$ cat config.mk
export PLATFORM = sky130hd
export DESIGN_NAME = pfb_front
export DESIGN_NICKNAME = d
export VERILOG_FILES = /design/src/hw/rtl/pfb_pkg.sv /design/src/hw/rtl/pfb_front.sv
export SDC_FILE = /design/constraint.sdc
export NUM_CORES = 1
export LEC_CHECK = 0
export BUFFER_PORTS_ARGS = -buffer_cell sky130_fd_sc_hd__clkbuf_2
export CORE_MARGIN = 2
export CORE_UTILIZATION = 20
export DETAILED_ROUTE_END_ITERATION = 6
export PLACE_DENSITY = 0.8
export SYNTH_ARGS = -nofsm -noshare
export SYNTH_HDL_FRONTEND = slang
export SYNTH_SLANG_ARGS = --single-unit
$ cat constraint.sdc
create_clock -name vclk -period 0.8
set_input_delay 0.08 -clock vclk [all_inputs]
set_output_delay 0.08 -clock vclk [all_outputs]
set_load 0.01 [all_outputs]
$ cat src/hw/rtl/pfb_pkg.sv
package pfb_pkg;

  // default geometry and queue size
  localparam int unsigned DEF_PANEL_WIDTH  = 128;
  localparam int unsigned DEF_PANEL_HEIGHT = 64;
  localparam int unsigned DEF_QUEUE_DEPTH  = 4;

  // command kinds as they arrive on the input channel
  localparam logic [2:0] KIND_PIXEL       = 3'd0;
  localparam logic [2:0] KIND_SEG_TRANSP  = 3'd1;
  localparam logic [2:0] KIND_SEG_OPAQUE  = 3'd2;
  localparam logic [2:0] KIND_FILL        = 3'd3;
  localparam logic [2:0] KIND_READ        = 3'd4;

  // register index, taken from paddr bit 2
  localparam logic REG_INVERT_COLORS = 1'b0;

  localparam logic [15:0] FIRST_PIXEL = 16'h8000;
  localparam logic [4:0]  MAX_SPAN    = 5'd16;
  localparam logic [7:0]  FILL_WHITE  = 8'hFF;
  localparam logic [7:0]  FILL_BLACK  = 8'h00;

  typedef enum logic [1:0] {
    OP_SEG,
    OP_FILL,
    OP_READ,
    OP_NOP
  } op_e;

  // classified command, front to back
  typedef struct packed {
    op_e        op;
    logic       opaque;
    logic       color;
    logic [15:0] pattern;
    logic [4:0] span;
    logic [7:0] x;
    logic [2:0] page;
    logic [2:0] row_bit;
    logic       off;
  } cmd_t;

  typedef struct packed {
    logic init_busy;
  } back_stat_t;

  typedef enum logic [2:0] {
    ST_CLEAR,
    ST_IDLE,
    ST_SEG,
    ST_READ,
    ST_FILL,
    ST_FIN
  } back_state_e;

endpackage

$ cat src/hw/rtl/pfb_front.sv
module pfb_front import pfb_pkg::*; #(
  parameter int unsigned PANEL_WIDTH  = DEF_PANEL_WIDTH,
  parameter int unsigned PANEL_HEIGHT = DEF_PANEL_HEIGHT
) (
  input  logic       in_valid_i,
  output logic       in_ready_o,
  input  logic [2:0] kind_i,
  input  logic [7:0] x_pos_i,
  input  logic [7:0] y_pos_i,
  input  logic [2:0] page_sel_i,
  input  logic       paint_color_i,
  input  logic [15:0] pattern_i,
  input  logic [4:0] span_i,
  input  logic       q_ready_i,
  input  back_stat_t stat_i,
  output logic       q_push_o,
  output cmd_t       q_cmd_o
);

  localparam int unsigned PAGES = (PANEL_HEIGHT + 7) / 8;

  logic row_off;
  logic read_off;

  assign row_off  = {1'b0, y_pos_i} >= 9'(PANEL_HEIGHT);
  assign read_off = ({1'b0, x_pos_i} >= 9'(PANEL_WIDTH)) ||
                    ({1'b0, page_sel_i} >= 4'(PAGES));

  always_comb begin
    q_cmd_o.op      = OP_NOP;
    q_cmd_o.opaque  = 1'b0;
    q_cmd_o.color   = paint_color_i;
    q_cmd_o.pattern = pattern_i;
    q_cmd_o.span    = (span_i > MAX_SPAN) ? MAX_SPAN : span_i;
    q_cmd_o.x       = x_pos_i;
    q_cmd_o.page    = y_pos_i[5:3];
    q_cmd_o.row_bit = y_pos_i[2:0];
    q_cmd_o.off     = row_off;
    case (kind_i)
      KIND_PIXEL: begin
        // single pixel is a one-wide transparent run with its bit set
        q_cmd_o.op      = OP_SEG;
        q_cmd_o.pattern = FIRST_PIXEL;
        q_cmd_o.span    = 5'd1;
      end
      KIND_SEG_TRANSP: begin
        q_cmd_o.op = OP_SEG;
      end
      KIND_SEG_OPAQUE: begin
        q_cmd_o.op     = OP_SEG;
        q_cmd_o.opaque = 1'b1;
      end
      KIND_FILL: begin
        q_cmd_o.op = OP_FILL;
      end
      KIND_READ: begin
        q_cmd_o.op   = OP_READ;
        q_cmd_o.page = page_sel_i;
        q_cmd_o.off  = read_off;
      end
      default: begin
        q_cmd_o.op = OP_NOP;
      end
    endcase
  end

  assign in_ready_o = q_ready_i && !stat_i.init_busy;
  assign q_push_o   = in_valid_i && in_ready_o;

endmodule

; Word level (Yosys, flattened, before mapping)
; Cells that the tools add are included.
[word_totals]
register_bits = 0
latchBits = 0
mem_bits_rw = 0
rom_bits = 0
in_bits = 47
word_cells = 18
memories = 0
[classes]
add_sub_neg = 0
n_mul = 0
n_div = 0
magnitude_cmp = 3
n_eq_ne = 4
shift = 0
mux = 6
bitwise = 0
reduce_logical = 5
[op_table]
columns = cell, count
row1 = $mux 21, 1
row2 = $ge 8x7->1 const B, 1
row3 = $ge 8x8->1 const B, 1
row4 = $eq 3x2->1 const B, 2
row5 = $pmux 2 s3, 1
row6 = $gt 5x5->1 const B, 1
row7 = $mux 5, 1
row8 = $eq 3x1->1 const B, 1
row9 = $eq 3x3->1 const B, 1
row10 = $logic_not 3->1, 1
row11 = $mux 3, 1
row12 = $reduce_or 3->1, 1
row13 = $logic_and 1x1->1, 2
row14 = $mux 1, 2
row15 = $logic_not 1->1, 1

; Longest topological paths before layout
[logic_depth]
ltp_word = 3
mapped_depth = 3
depth_no_buf = 2

; Worst setup path before layout
; No wires, ideal clock.
[synth_timing]
kind = in2out
start = input port kind_i[0]
end = output port q_cmd_o[4] in the netlist's numbering
arrival_ns = 0.717
t_required_ns = 0.720
setup_slack_ns = 0.003
cell_stages = 2
path_buffers = 0
cell_sequence = nor3b_4 -> mux2_2
[synth_rtl]
columns = item, line
row1 = start: declaration, pfb_front.sv:7  ; input logic [2:0] kind_i,
row2 = end: declaration, pfb_front.sv:17  ; output cmd_t q_cmd_o

==> impl_metrics.csv <==
group,metric,value,unit
power_and_ir_drop,power,0.434,mW
detailed_routing,detail_route.vias_per_cell,4.20,
hold_path,holdCritStartpoint,"x_pos_i[4]",
synthesis,synthesized_area_divided_by_synthesized_cell_count,7.12,um2
die,placement_rows,15,
synthesis,synth.yosys.seq_area_share,0,%
timing,timing.final.ws_setup,-0.229,ns
die,dieArea,2100,um2
synthesis,combined_area_of_all_synthesized_cells,349,um2
power_and_ir_drop,pwr_density_cell,543,nW/um2
detailed_routing,route.final.wire_length,1370,um
die,die-height,45.8,um
status,outcome,"complete, but fails checks",
timing,tightestPinTransition,0.240,ns
detailed_routing,detail_route.wl_per_cell,10.6,um
synthesis,synth_commonest_cells,"sky130_fd_sc_hd__nor2b_1 (16), sky130_fd_sc_hd__buf_4 (13), sky130_fd_sc_hd__nor3b_1 (4)",
power_and_ir_drop,irDropWorstVdd,0.000248,V
detailed_routing,wirelength_met1,424,um
synthesis,yosysMostFrequentCell,"sky130_fd_sc_hd__nor2b_1",
global_routing,grt_antenna_before_repair,0,
final_layout,final_core_util,47.3,%
synthesis,post-synth-top-area-fraction,28.7,%
worst_setup_path,cp_data_required_time,0.72,ns
detailed_routing,wl_met2,791,um
detailed_routing,drc,0,
timing,final-setup-viol-count,26,
timing,maxSlewHeadroom,84.0,%
timing,layout_worst_path_cycle_share,129,%
placed_design,post-place-ws,-0.271,ns
detailed_routing,via_count,542,
synthesis,postSynthCellCount,49,
placed_design,dp.cells,126,
final_layout,number_of_flip_flops_and_latches,0,
timing,timing.final.max_slew_violations,0,
die,die_w,45.8,um
detailed_routing,drt_pass1_iterations,1,
final_layout,post_route_cells_drive_above_1_share,78.6,%
die,core,1690,um2
global_routing,first_global_vias,460,
hold_path,timing.hold.worst_path_depth,0,
synthesis,netlist_top_cells_area,"sky130_fd_sc_hd__nor2b_1 (29%), sky130_fd_sc_hd__buf_4 (28%), sky130_fd_sc_hd__mux2_2 (9.7%), sky130_fd_sc_hd__nor3b_1 (8.6%), sky130_fd_sc_hd__nor3b_4 (5.4%)",
worst_setup_path,critical_path.endpoint_type,"output port",
worst_setup_path,critPathArrivalTime,0.95,ns
final_layout,ant_diodes,0,
final_layout,post_layout_nonfiller_instances,129,
global_routing,first_pass_grt_wire_length,1690,um
global_routing,grt_max_degree,12,
final_layout,num-nets-final,161,
flow_run,maxCapViolCount,0,
detailed_routing,wl_met3,153,um
timing,finalSetupTns,-4.74,ns
final_layout,area_used_by_sequential_logic_in_the_layout,0,um2
timing,timing.final.hold_violations,0,
status,violations,"negative setup slack",
synthesis,netlist.top_cell.by_area,"sky130_fd_sc_hd__nor2b_1",
power_and_ir_drop,leakagePower,0.475,nW
placed_design,buffer_ports.inserted,67,
timing,achievable-frequency,972,MHz
timing,setup_repair_after_global_routing_missed_its_margin,"true",
timing,min_cycle_time_layout,1.03,ns
synthesis,post_synth_num_cell_types,15,
detailed_routing,top_layer,"met4",
worst_setup_path,crit_type,"input port to output port",
global_routing,gr-usage-all-layers,10.6,%
die,ioPinCount,89,
placed_design,finalWeightedCongestion,0.664,
worst_setup_path,critical_path.max_fanout,11,
detailed_routing,final_antenna_net_count,0,
worst_setup_path,start_kind,"input port",
synthesis,yosys_warnings,0,
synthesis,mappedNetlistNets,96,
placed_design,hpwl,1200,um
final_layout,clkbuf_count,0,
die,start_util,20.7,%
global_routing,gr-total-overflow,0,
final_layout,synthToLayoutAreaGrowth,129,%
hold_path,timing.hold.worst_endpoint,"q_cmd_o[11]",
detailed_routing,drt_first_iter_violations,0,
hold_path,hold_class,"input port to output port",
-- logic make-up after synthesis --
kind of cell / share of synthesized area (%)
fa+ha+maj: 2.87
buf+inv: 32.6
compound gates: 2.15
mux: 12.5
simple gates: 49.8
-- layout by cell type, fill, tap and decap left out --
cell type                  instances
sky130_fd_sc_hd__nor2b_4           1
sky130_fd_sc_hd__inv_1             2
sky130_fd_sc_hd__a21o_1            1
sky130_fd_sc_hd__maj3_2            1
sky130_fd_sc_hd__buf_12            1
sky130_fd_sc_hd__or2_4             1
sky130_fd_sc_hd__mux2_2            3
sky130_fd_sc_hd__nor2_1            2
sky130_fd_sc_hd__nor3b_2           2
sky130_fd_sc_hd__and2_1            1
sky130_fd_sc_hd__nor3_4            1
sky130_fd_sc_hd__nor3b_1           2
sky130_fd_sc_hd__buf_8             3
sky130_fd_sc_hd__buf_2             4
sky130_fd_sc_hd__buf_6             9
sky130_fd_sc_hd__nor2b_1          15
sky130_fd_sc_hd__buf_4             4
sky130_fd_sc_hd__nor3b_4           1
sky130_fd_sc_hd__mux2i_1           1
sky130_fd_sc_hd__clkbuf_2         57
-- critical path, cell delays in order --
cell                       delay [ns]
sky130_fd_sc_hd__buf_8           0.10
sky130_fd_sc_hd__buf_4           0.13
sky130_fd_sc_hd__nor3_4          0.19
sky130_fd_sc_hd__buf_6           0.16
sky130_fd_sc_hd__buf_12          0.12
sky130_fd_sc_hd__nor2b_1         0.04
sky130_fd_sc_hd__clkbuf_2        0.12
-- metrics by stage --
step | hold slack (ns) | cell area [um2]
3_3_place_gp | 0.160 | 677
3_5_place_dp | 0.160 | 677
5_1_grt | 0.160 | 798
4_1_cts | 0.160 | 761
2_1_floorplan | 0.209 | 349
6_report | 0.160 | 798
-- layer usage --
| metal | track usage, % | up-vias |
|---|---|---|
| li1 | - | 268 |
| met5 | 0 | - |
| met1 | 8.24 | 228 |
| met4 | 0.571 | 0 |
| met2 | 26.2 | 44 |
| met3 | 1.19 | 2 |
-- timing repair --
| item | 4_1_cts | 5_1_grt |
|---|---|---|
| hold buffers | 0 | 0 |
| setup buffers | 2 | 1 |
| setup endpoints to repair | 26 | 27 |
| pin swaps | 2 | 3 |
| gates resized for setup | 14 | 19 |
| hold endpoints to repair | 0 | 0 |
| gates cloned | 1 | 0 |
-- power by group --
part | switching [mW] | leakage [nW] | total [mW] | internal (mW)
Combinational | 0.177 | 0.475 | 0.434 | 0.257
Clock | 0 | 0 | 0 | 0
Sequential | 0 | 0 | 0 | 0
-- area by class of cell --
class | count | area [um2]
fillers | 166 | 891
repair buffers | 78 | 502
multi-input cells | 32 | 268
well taps | 17 | 21.3
inverters | 2 | 7.51
-- how the worst max path moves through the flow --
stage / from / depth (start not counted) / slack, ns / end
detailed placement: kind_i[2] / 5 / -0.27 / q_cmd_o[0]
CTS: kind_i[0] / 5 / -0.27 / q_cmd_o[0]
finish: kind_i[1] / 7 / -0.23 / q_cmd_o[28]
global placement: kind_i[0] / 7 / -0.24 / q_cmd_o[25]
floorplan: kind_i[0] / 2 / 0.003 / q_cmd_o[4]
global route: kind_i[1] / 5 / -0.29 / q_cmd_o[0]
No activity file was read; power rests on OpenSTA's default activity.
