File: src/hw/rtl/pfb_pkg.sv
package pfb_pkg;

  // default geometry and queue size
  localparam int unsigned DEF_PANEL_WIDTH  = 128;
  localparam int unsigned DEF_PANEL_HEIGHT = 64;
  localparam int unsigned DEF_QUEUE_DEPTH  = 4;

  // command kinds as they arrive on the input channel
  localparam logic [2:0] KIND_PIXEL       = 3'd0;
  localparam logic [2:0] KIND_SEG_TRANSP  = 3'd1;
  localparam logic [2:0] KIND_SEG_OPAQUE  = 3'd2;
  localparam logic [2:0] KIND_FILL        = 3'd3;
  localparam logic [2:0] KIND_READ        = 3'd4;

  // register index, taken from paddr bit 2
  localparam logic REG_INVERT_COLORS = 1'b0;

  localparam logic [15:0] FIRST_PIXEL = 16'h8000;
  localparam logic [4:0]  MAX_SPAN    = 5'd16;
  localparam logic [7:0]  FILL_WHITE  = 8'hFF;
  localparam logic [7:0]  FILL_BLACK  = 8'h00;

  typedef enum logic [1:0] {
    OP_SEG,
    OP_FILL,
    OP_READ,
    OP_NOP
  } op_e;

  // classified command, front to back
  typedef struct packed {
    op_e        op;
    logic       opaque;
    logic       color;
    logic [15:0] pattern;
    logic [4:0] span;
    logic [7:0] x;
    logic [2:0] page;
    logic [2:0] row_bit;
    logic       off;
  } cmd_t;

  typedef struct packed {
    logic init_busy;
  } back_stat_t;

  typedef enum logic [2:0] {
    ST_CLEAR,
    ST_IDLE,
    ST_SEG,
    ST_READ,
    ST_FILL,
    ST_FIN
  } back_state_e;

endpackage

File: src/hw/rtl/pfb_cmd_fifo.sv
module pfb_cmd_fifo import pfb_pkg::*; #(
  parameter int unsigned DEPTH = DEF_QUEUE_DEPTH
) (
  input  logic clk_i,
  input  logic rst_ni,
  input  logic push_i,
  input  cmd_t cmd_i,
  output logic ready_o,
  input  logic pop_i,
  output logic valid_o,
  output cmd_t cmd_o
);

  localparam int unsigned PW = (DEPTH > 1) ? $clog2(DEPTH) : 1;
  localparam int unsigned CW = $clog2(DEPTH + 1);

  cmd_t          slot_q [DEPTH];
  logic [PW-1:0] wr_ptr_q, wr_ptr_d;
  logic [PW-1:0] rd_ptr_q, rd_ptr_d;
  logic [CW-1:0] cnt_q, cnt_d;
  logic          do_push, do_pop;

  assign ready_o = cnt_q != CW'(DEPTH);
  assign valid_o = cnt_q != '0;
  assign cmd_o   = slot_q[rd_ptr_q];
  assign do_push = push_i && ready_o;
  assign do_pop  = pop_i && valid_o;

  always_comb begin
    wr_ptr_d = wr_ptr_q;
    rd_ptr_d = rd_ptr_q;
    cnt_d    = cnt_q;
    if (do_push) begin
      wr_ptr_d = (wr_ptr_q == PW'(DEPTH - 1)) ? '0 : wr_ptr_q + 1'b1;
    end
    if (do_pop) begin
      rd_ptr_d = (rd_ptr_q == PW'(DEPTH - 1)) ? '0 : rd_ptr_q + 1'b1;
    end
    if (do_push && !do_pop) begin
      cnt_d = cnt_q + 1'b1;
    end else if (do_pop && !do_push) begin
      cnt_d = cnt_q - 1'b1;
    end
  end

  always_ff @(posedge clk_i or negedge rst_ni) begin
    if (!rst_ni) begin
      wr_ptr_q <= '0;
      rd_ptr_q <= '0;
      cnt_q    <= '0;
    end else begin
      wr_ptr_q <= wr_ptr_d;
      rd_ptr_q <= rd_ptr_d;
      cnt_q    <= cnt_d;
    end
  end

  always_ff @(posedge clk_i) begin
    if (do_push) begin
      slot_q[wr_ptr_q] <= cmd_i;
    end
  end

endmodule

File: config.mk
export PLATFORM = sky130hd
export DESIGN_NAME = pfb_cmd_fifo
export DESIGN_NICKNAME = d
export VERILOG_FILES = /design/src/hw/rtl/pfb_pkg.sv /design/src/hw/rtl/pfb_cmd_fifo.sv
export SDC_FILE = /design/constraint.sdc
export NUM_CORES = 1
export LEC_CHECK = 0
export BUFFER_PORTS_ARGS = -buffer_cell sky130_fd_sc_hd__clkbuf_2
export CAP_MARGIN = 20
export CORE_ASPECT_RATIO = 1.75
export CORE_MARGIN = 3
export CORE_UTILIZATION = 61
export DETAILED_ROUTE_END_ITERATION = 10
export PLACE_DENSITY = 0.81
export SETUP_SLACK_MARGIN = 0.1
export SLEW_MARGIN = 20
export SYNTH_ARGS = -nofsm -noshare
export SYNTH_HDL_FRONTEND = slang
export SYNTH_SLANG_ARGS = --single-unit
File: constraint.sdc
create_clock -name clk_i -period 4.9 [get_ports clk_i]
set_input_delay 0.49 -clock clk_i [delete_from_list [all_inputs] [get_ports clk_i]]
set_output_delay 0.49 -clock clk_i [all_outputs]
set_load 0.1 [all_outputs]
-- Yosys cells after proc, flatten, opt, wreduce, memory -nomap -nowiden
Memories as Yosys holds them, arrays and structs flattened.
Cells that the tools add are included.
- bits in registers: 7
- bits in writable memories: 160
- input port bits: 44
- output and inout port bits: 42
- logic and storage cells: 25
- memories: 1
- memories (memory ; depth ; width ; read ports ; clocked after memory_dff ; write ports ; RTL line ; RTL):
    slot_q ; 4 ; 40 ; 1 ; 0 ; 1 ; pfb_cmd_fifo.sv:17 ; cmd_t slot_q [DEPTH];
- $add $sub $neg: 4
- eq/ne operators: 3
- muxes and demuxes: 6
- reductions and logical operators: 8
- operator list (kind ; number):
    two-way mux 3 bit ; 2
    adder 2 x 1 -> 2 bit (second input constant) ; 2
    equality test 2 bit (second input constant) ; 2
    logical AND 1 bit ; 4
    two-way mux 2 bit ; 2
    adder 3 x 1 -> 3 bit (second input constant) ; 1
    inequality test 3 bit (second input constant) ; 1
    nonzero test 3 bit ; 1
    subtractor 3 x 1 -> 3 bit (second input constant) ; 1
    zero test 1 bit ; 2
    two-way mux 1 bit ; 2
    nonzero test 2 bit ; 1

-- Logic depth before layout (Yosys ltp)
Gate-level depths: netlist (run 1).
- depth in word-level cells: 6
- depth in mapped cells: 8
- mapped depth without buffers: 8

-- Worst setup path before layout (run 1)
OpenSTA, ideal clock, no wires.
- path type: register -> register
- start point: register cnt_q[1]
- end point: register cnt_q[2]
- library setup time: 0.079 ns
- arrival: 2.375 ns
- data required time: 4.821 ns
- slack: 2.446 ns
- stages on the path, launching flop included: 9
- path buffers: 0
- period minus slack after synthesis: 2.454 ns
- cells stage by stage: dfrtp_1 > or3_2 > nand2_1 > ha_1 > inv_1 > fa_1 > xor2_1 > nor2_1 > xor2_1
- cells in the longest elaborated chain, start to end: 5
- elaborated cells between the ends (all ways): 13
- those cells by class: add/sub: 2; eq/ne: 1; mux: 2; reduce/logical: 8
- RTL lines (element ; RTL line ; RTL):
    start: declaration ; pfb_cmd_fifo.sv:20 ; logic [CW-1:0] cnt_q, cnt_d;
    start signal: assignment ; pfb_cmd_fifo.sv:54 ; cnt_q <= cnt_d;
    nonzero test 3 bit * ; pfb_cmd_fifo.sv:24 ; assign valid_o = cnt_q != '0;
    net valid_o ; pfb_cmd_fifo.sv:10 ; output logic valid_o,
    logical AND 1 bit * ; pfb_cmd_fifo.sv:27 ; assign do_pop = pop_i && valid_o;
    zero test 1 bit ; pfb_cmd_fifo.sv:39 ; if (do_push && !do_pop) begin
    logical AND 1 bit ; pfb_cmd_fifo.sv:39 ;
    two-way mux 3 bit or nonzero test 2 bit (tied branches) ; -- ;
The timed path passes the listed nets; every way through them passes the cells marked *. The select of a mux whose other input is x is not followed.
A chain may end at the register's enable or synchronous reset.

==> results.toml, run 1 <==
[status]
result_of_the_run = "finished, final reports clean"

[yosys]
flop_and_latch_count_out_of_synthesis = 167
ys_async_sr_fraction = 0.0419
syn_inst = 246
post_synth_num_cell_types = 20
synth.cells.most_frequent = "edfxtp_1, mux4_2, dfrtp_1"
synthFlopType = "edfxtp_1"
post-synth-top-area-cell = "edfxtp_1"
synth_top_cells_by_area = "edfxtp_1, mux4_2, dfrtp_1"
postSynthAreaPerCell_um2 = 25.2
synth_area_um2 = 6200
synth.most_common_cell = "edfxtp_1"
yosysSeqAreaShare = 0.803
post_syn_nets = 297
yosys_warnings = 0
synth_top_area_frac = 0.774
synth-edff-count = 160

[floorplan]
floorplan.initialDensity = 0.626
core_rows = 48
dieArea_um2 = 11500
die_w_um = 82.2
placeableCoreArea_um2 = 9910
floorplan.io_pins = 86
die_h_um = 139

[sta]
final-max-slew-violation-count = 0
clock-skew-final_ns = 0.00667
rsz0062_at_grt = "false"
hold_viol = 0
period_needed_ns = 3.30
setup-tns-final_ns = 0
layout_worst_path_cycle_share = 0.674
achievable-frequency_ghz = 0.303
setup_viol = 0
timing.max_slew.rel_slack = 0.279
worst-slew-pin-transition_ns = 1.08

[routing]
drtPass1Iterations = 4
routedWlPerCell_um = 21.9
drtAntennaViolNets = 0
wl_um = 10500
num_vias = 2792
detailedRoute.firstIterationViolations = 104
avgViaCountPerCell = 5.80
drc_errors = 0

[finish]
final_net_count = 394
fraction_of_layout_instances_using_a_drive_strength_above_1 = 0.483
fill_cells = 561
syn2layout_area_growth_pct = 19.6
diodes = 0

[cts]
cts_buffers = 17
clkLatencyLatePin_ns = 0.42
number_of_buffers_between_clock_root_and_the_deepest_sink = 2
numClockSinks = 167
cts_max_level = 4
ctsRootBufferMaster = "clkbuf_16"
clkSlewWorstSetupHoldPaths_ns = 0.06
post_cts_sizing_count = 0
tritoncts = "yes"

[placed_design]
place_congestion = 0.725
port_buffer_count = 85

[setup_path]
worst_ep_required_time_ns = 4.41
end_kind = "output pin"
critPathLaunchType = "flip-flop"
cp_max_fo = 31
kind_of_critical_path = "reg -> out"
crit_arrival_ns = 2.81

[flow_run]
drv_cap = 0

[global_route]
grt.total_usage = 0.205
antenna_found_initial = 0
globalRouteOverflowTotal = 0
grt_pass1_wl_um = 16400
grt_max_degree = 43
first_global_vias = 3062

[min_path]
worst_hold_path_type = "in -> reg"
==> final cells by class <==
| cell class | instances | area, um2 | area share |
|---|---|---|---|
| Clock buffer | 17 | 425 | 0.0573 |
| Clock inverter | 15 | 226 | 0.0305 |
| Inverter | 3 | 11.3 | 0.00152 |
| Multi-Input combinational cell | 66 | 1160 | 0.156 |
| Sequential cell | 167 | 4980 | 0.671 |
| Tap cell | 125 | 156 | 0.0211 |
| Timing Repair Buffer | 88 | 463 | 0.0624 |
==> routing by layer <==
metal | vias to the layer above | share of wire | GRT usage
li1 | 1236 | - | -
met1 | 1451 | 0.36 | 0.242
met2 | 84 | 0.56 | 0.343
met3 | 21 | 0.046 | 0.0479
met4 | 0 | 0.030 | 0.103
met5 | - | 0 | 0
==> what timing repair did <==
action | CTS | global route
hold buffers | 1 | 0
hold endpoints to repair | 7 | 0
setup buffers | 0 | 0
==> cell families (layout without fill, tap and decap cells) <==
group | count (synthesis) | after routing | share of synthesized area
flip-flops | 167 | 167 | 0.803
multiplexers | 45 | 45 | 0.155
AND/OR/NAND/NOR | 11 | 11 | 0.0117
buffers and inverters | 13 | 123 | 0.0107
adder cells (fa/ha/maj) | 7 | 7 | 0.0153
XOR/XNOR | 3 | 3 | 0.00424
==> sequential cells by signal, summed over array words and instances (netlist names) <==
signal    flops
slot_q      160
cnt_q         3
rd_ptr_q      2
wr_ptr_q      2
==> layout by cell type, fill, tap and decap left out <==
cell type / Yosys / final
clkbuf_2: 0 / 85
nand2_1: 1 / 1
inv_6: 0 / 2
ha_1: 6 / 6
xnor2_1: 1 / 1
xor2_1: 2 / 2
dfrtp_2: 0 / 2
mux2_2: 3 / 3
and2_4: 1 / 1
buf_12: 0 / 1
clkbuf_16: 0 / 17
edfxtp_1: 160 / 160
clkinvlp_4: 0 / 5
dfrtp_1: 7 / 5
fa_1: 1 / 1
nor2_1: 3 / 3
dlygate4sd3_1: 0 / 1
buf_4: 3 / 1
clkinv_4: 0 / 2
mux2_4: 2 / 2
inv_1: 3 / 3
clkinv_1: 0 / 1
or3_2: 1 / 1
and3_2: 4 / 4
or3b_4: 1 / 1
bufinv_16: 0 / 5
mux4_2: 40 / 40
==> final timing paths <==
path | startpoint | to | slack, ns | depth (start not counted)
worst max-delay path | rd_ptr_q[0] | cmd_o[7] | 1.60 | 3
worst min-delay path | cmd_i[14] | slot_q[2][14] | 0.28 | 1
worst max register to register | cnt_q[1] | cnt_q[2] | 2.60 | 8
worst min register to register | cnt_q[2] | cnt_q[2] | 0.49 | 1
max in group asynchronous | rst_ni | rd_ptr_q[1] | 4.27 | 2
min in group asynchronous | rst_ni | rd_ptr_q[0] | 0.44 | 2
==> critical path, stage by stage, from the launching register on <==
cell and delay [ns]:
dfrtp_2 1.02, buf_4 0.41, mux4_2 0.56, clkbuf_2 0.39
==> stage by stage <==
stage | hold slack (ns) | worst slack [ns] | util | cell area [um2] | std cells
after CTS | 0.273 | 1.48 | 0.747 | 7400 | 480
final | 0.284 | 1.60 | 0.749 | 7420 | 481
after global routing | 0.278 | 1.37 | 0.749 | 7420 | 481
after detailed placement | 0.342 | 1.93 | 0.680 | 6740 | 447
after global placement | 0.333 | 1.98 | 0.680 | 6740 | 447
after floorplan | 0.194 | 2.45 | - | 6200 | 246
Power of run 1 is left out: the tool's default activity adds up to more than one toggle a clock period on the data nets, which glitch-free logic cannot reach.
==> run 2: changes to the inputs <==
- CORE_UTILIZATION: 61 -> 57
- PLACE_DENSITY: 0.81 -> 0.76
- clock period: 4.9 -> 3.11 ns (I/O delays scaled with it)
==> run 2 against run 1 <==
Die area rose by 6.6%. Register-to-register slack worse by 1.8 ns. Clock-buffer cell count is 2 higher. Cell count increased by 0.83%. Sequential share of layout area hardly changed. Highest routed layer unchanged.
==> results.toml, run 2 (synthesis gave the netlist of run 1 again) <==
[global_route]
grt_max_degree = 41
grt_use_met1 = 0.220
antenna_found_initial = 1
globalRouteOverflowTotal = 0
gr-usage-met2 = 0.360
first_global_vias = 3076
grt_busiest_layer = "met2"
grt.total_usage = 0.197
globalRouteMet3Util = 0.0485
grt_pass1_wl_um = 17100

[placed_design]
place_congestion = 0.715
hpwl_um = 6650
numPlacedInstances = 450
port_buffer_count = 85

[setup_path]
cp_max_fo = 23
origin_of_the_worst_setup_path = "rd_ptr_q[0]"
critPathLaunchType = "flip-flop"
path_cells = "buf_12 > mux4_2 > clkbuf_2"
worst_ep_required_time_ns = 2.80
crit_arrival_ns = 2.35
critPathSlowestCell = "dfrtp_4"
cp_num_buf_inv = 2
kind_of_critical_path = "reg -> out"
start_of_the_worst_register_to_register_path = "cnt_q[1]"
critical-path-top-delay-family = "flip-flops"
worst_path_largest_cell_delay_ns = 0.71
timing.reg2reg.setup_slack_ns = 0.81
end_kind = "output pin"

[routing]
routedWlPerCell_um = 22.8
avgViaCountPerCell = 5.86
drtPass1Iterations = 4
drc_errors = 0
drtAntennaViolNets = 0
wl_um = 11100
detailedRoute.firstIterationViolations = 196
num_vias = 2843

[cts]
postCtsSetupBuffers = 0
cts_max_level = 4
hold_buffers = 1
number_of_buffers_between_clock_root_and_the_deepest_sink = 2
clkLatencyLatePin_ns = 0.41
post_cts_sizing_count = 0
clkSlewWorstSetupHoldPaths_ns = 0.06
tritoncts = "yes"
numClockSinks = 167
cts_buffers = 17
ctsRootBufferMaster = "clkbuf_16"

[sta]
setup_viol = 0
period_needed_ns = 2.66
hold_viol = 0
setup-tns-final_ns = 0
worst-slew-pin-transition_ns = 1.07
layout_worst_path_cycle_share = 0.856
clock-skew-final_ns = 0.00729
timing.max_slew.rel_slack = 0.285
final-max-slew-violation-count = 0
rsz0062_at_grt = "false"
achievable-frequency_ghz = 0.376

[finish]
fin_cells = 485
registers.top_by_ff_count = "slot_q"
most_common_cell_after_layout_fill_and_taps_aside = "edfxtp_1"
fraction_of_layout_instances_using_a_drive_strength_above_1 = 0.487
syn2layout_area_growth_pct = 19.6
max_ffs_per_register = 160
largestRegisters = "slot_q: 160 flops, cnt_q: 3 flops"
final_net_count = 395
layout_common_cells = "edfxtp_1, clkbuf_2, mux4_2"

[flow_run]
drv_cap = 0

[floorplan]
floorplan.initialDensity = 0.595
die_h_um = 144
core_rows = 49
dieArea_um2 = 12200
floorplan.io_pins = 86
die_w_um = 84.9
placeableCoreArea_um2 = 10400

[min_path]
worst_hold_path_type = "in -> reg"
hold_path_startpoint = "cmd_i[11]"

[status]
result_of_the_run = "finished, final reports clean"
run 2: layout make-up:
cell class	instances	area, um2
inverters	3	11.3
multi-input cells	66	1160
well taps	127	159
clock inverters	13	146
diodes	1	2.50
clock buffers	19	453
repair buffers	89	503
flip-flops and latches	167	4980
fillers	659	3000
run 2: worst reg2reg max path: cells and delay by family (launching register included):
family	cells	cell delay, ns
xor+xnor	2	0.33
fa+ha+maj	2	0.59
buf+inv	1	0.06
flops	1	0.42
simple gates	3	0.83
run 2: final timing paths:
check,endpoint,depth (start not counted)
max,cmd_o[6],3
min,slot_q[0][11],1
max reg2reg,cnt_q[2],8
min reg2reg,cnt_q[2],1
max in group asynchronous,rd_ptr_q[0],2
min in group asynchronous,wr_ptr_q[1],2
run 2: routing by layer:
layer	part of all wire	routed length (um)
met4	0.022	247
met2	0.57	6370
met3	0.036	401
met5	0	0
met1	0.37	4060
run 2: through the flow:
stage          hold WS (ns)  worst slack (ns)  instance area [um2]   util
2_1_floorplan        0.0154             0.656                 6200      -
3_5_place_dp          0.174             0.822                 6780  0.650
5_1_grt               0.109             0.316                 7420  0.712
6_report              0.113             0.449                 7420  0.712
4_1_cts               0.102             0.371                 7390  0.709
3_3_place_gp          0.162             0.823                 6780  0.650
Power of run 2 is left out for the same reason.
==> run 3: changes to the inputs <==
- CORE_UTILIZATION: 57 -> 51
- PLACE_DENSITY: 0.76 -> 0.72
- clock period: 3.11 -> 2.19 ns (I/O delays scaled with it)
==> run 3 against run 2 <==
Register-to-register slack worse by 0.66 ns. Sequential share of layout area is 4.5 points lower. Critical path depth stayed put. Critical endpoint is now cmd_o[2]. Design area is 7.2% higher. First-iteration DRC count is 55% lower.
==> results.toml, run 3 (synthesis gave the netlist of run 1 again) <==
[status]
result_of_the_run = "finished, final reports clean"

[finish]
largestRegisters = "slot_q: 160 flops, cnt_q: 3 flops"
fraction_of_layout_instances_using_a_drive_strength_above_1 = 0.493
syn2layout_area_growth_pct = 28.2
final_net_count = 401
diodes = 0
layout_common_cells = "edfxtp_1, clkbuf_2, mux4_2"
registers.top_by_ff_count = "slot_q"
fill_cells = 742
max_ffs_per_register = 160
most_common_cell_after_layout_fill_and_taps_aside = "edfxtp_1"

[routing]
wl_um = 10500
avgViaCountPerCell = 5.63
drc_errors = 0
routedWlPerCell_um = 21.1
drtPass1Iterations = 4
num_vias = 2805
drtAntennaViolNets = 0
detailedRoute.firstIterationViolations = 89

[sta]
timing.max_slew.rel_slack = 0.579
layout_worst_path_cycle_share = 0.945
achievable-frequency_ghz = 0.483
rsz0062_at_grt = "true"
worst-slew-pin-transition_ns = 0.631
setup-tns-final_ns = 0
setup_viol = 0
clock-skew-final_ns = 0.00734
hold_viol = 0
period_needed_ns = 2.07
final-max-slew-violation-count = 0

[placed_design]
hpwl_um = 6400
port_buffer_count = 85
place_congestion = 0.693

[global_route]
first_global_vias = 3137
grt_pass1_wl_um = 16400
globalRouteOverflowTotal = 0
grt.total_usage = 0.169
antenna_found_initial = 0
grt_max_degree = 41

[min_path]
worst_hold_path.num_cells = 1
worst_hold_path_type = "in -> reg"

[setup_path]
rr_worst_depth = 6
critPathLaunchType = "flip-flop"
crit_arrival_ns = 1.85
kind_of_critical_path = "reg -> out"
end_kind = "output pin"
cp_max_fo = 16
worst_ep_required_time_ns = 1.97

[flow_run]
drv_cap = 0

[floorplan]
core_rows = 52
die_w_um = 89.4
placeableCoreArea_um2 = 11700
dieArea_um2 = 13600
floorplan.initialDensity = 0.530
die_h_um = 152
floorplan.io_pins = 86

[cts]
cts_buffers = 17
number_of_buffers_between_clock_root_and_the_deepest_sink = 2
clkLatencyLatePin_ns = 0.41
numClockSinks = 167
clkSlewWorstSetupHoldPaths_ns = 0.06
cts_max_level = 4
ctsRootBufferMaster = "clkbuf_16"
tritoncts = "yes"
## run 3: cell count changes in the layout (fill, tap and decap cells not counted), sizes merged
cell,change
clkinv,+1
buf,+45
inv,-1
clkbuf,-38
clkinvlp,-1
diode,-1
## run 3: repair_timing
item | 4_1_cts | 5_1_grt
resized for setup | 1 | 4
buffers inserted | 0 | 1
endpoints found under the setup margin | 29 | 69
endpoints found under the hold margin | 7 | 0
hold buffers | 1 | 0
pin swaps | 0 | 1
cloned | 0 | 1
## run 3: layout make-up
cell class	instances	area, um2	area share
clock inverter	12	126	0.0159
inverter	3	11.3	0.00142
clock buffer	20	437	0.0549
tap	135	169	0.0212
timing repair buffer	95	1040	0.131
multi-input combinational	66	1180	0.149
sequential	167	4990	0.627
## run 3: per-layer routing
layer | vias to the layer above | global-route usage | share of wire
met1 | 1477 | 0.192 | 0.37
met2 | 64 | 0.282 | 0.56
met3 | 14 | 0.0526 | 0.043
met4 | 0 | 0.0802 | 0.022
li1 | 1250 | - | -
met5 | - | 0 | 0
## run 3: path summary, 6_finish.rpt
| kind | from | end | slack, ns |
|---|---|---|---|
| setup / recovery | rd_ptr_q[0] | cmd_o[2] | 0.12 |
| hold / removal | cmd_i[17] | slot_q[2][17] | 0.02 |
| setup reg to reg | cnt_q[1] | cnt_q[1] | 0.15 |
| hold reg to reg | cnt_q[2] | cnt_q[2] | 0.51 |
| max in group asynchronous | rst_ni | rd_ptr_q[1] | 1.81 |
| min in group asynchronous | rst_ni | cnt_q[1] | 0.19 |
## run 3: metrics by stage
| step | instance area (um2) | util | setup slack, ns | hold slack, ns | instances |
|---|---|---|---|---|---|
| 2_1_floorplan | 6220 | - | 0.0193 | -0.0766 | 246 |
| 3_3_place_gp | 7330 | 0.626 | 0.204 | 0.0595 | 463 |
| 3_5_place_dp | 7330 | 0.626 | 0.128 | 0.0662 | 463 |
| 4_1_cts | 7910 | 0.675 | 0.0397 | 0.00113 | 496 |
| 5_1_grt | 7960 | 0.679 | 0.0636 | 0.0124 | 498 |
| 6_report | 7960 | 0.679 | 0.120 | 0.0228 | 498 |
## run 3: worst max-delay path: stages (launching register included)
cell	delay (ns)
dfrtp_2	0.43
buf_12	0.21
mux4_2	0.55
buf_4	0.25
Power of run 3 is left out for the same reason.
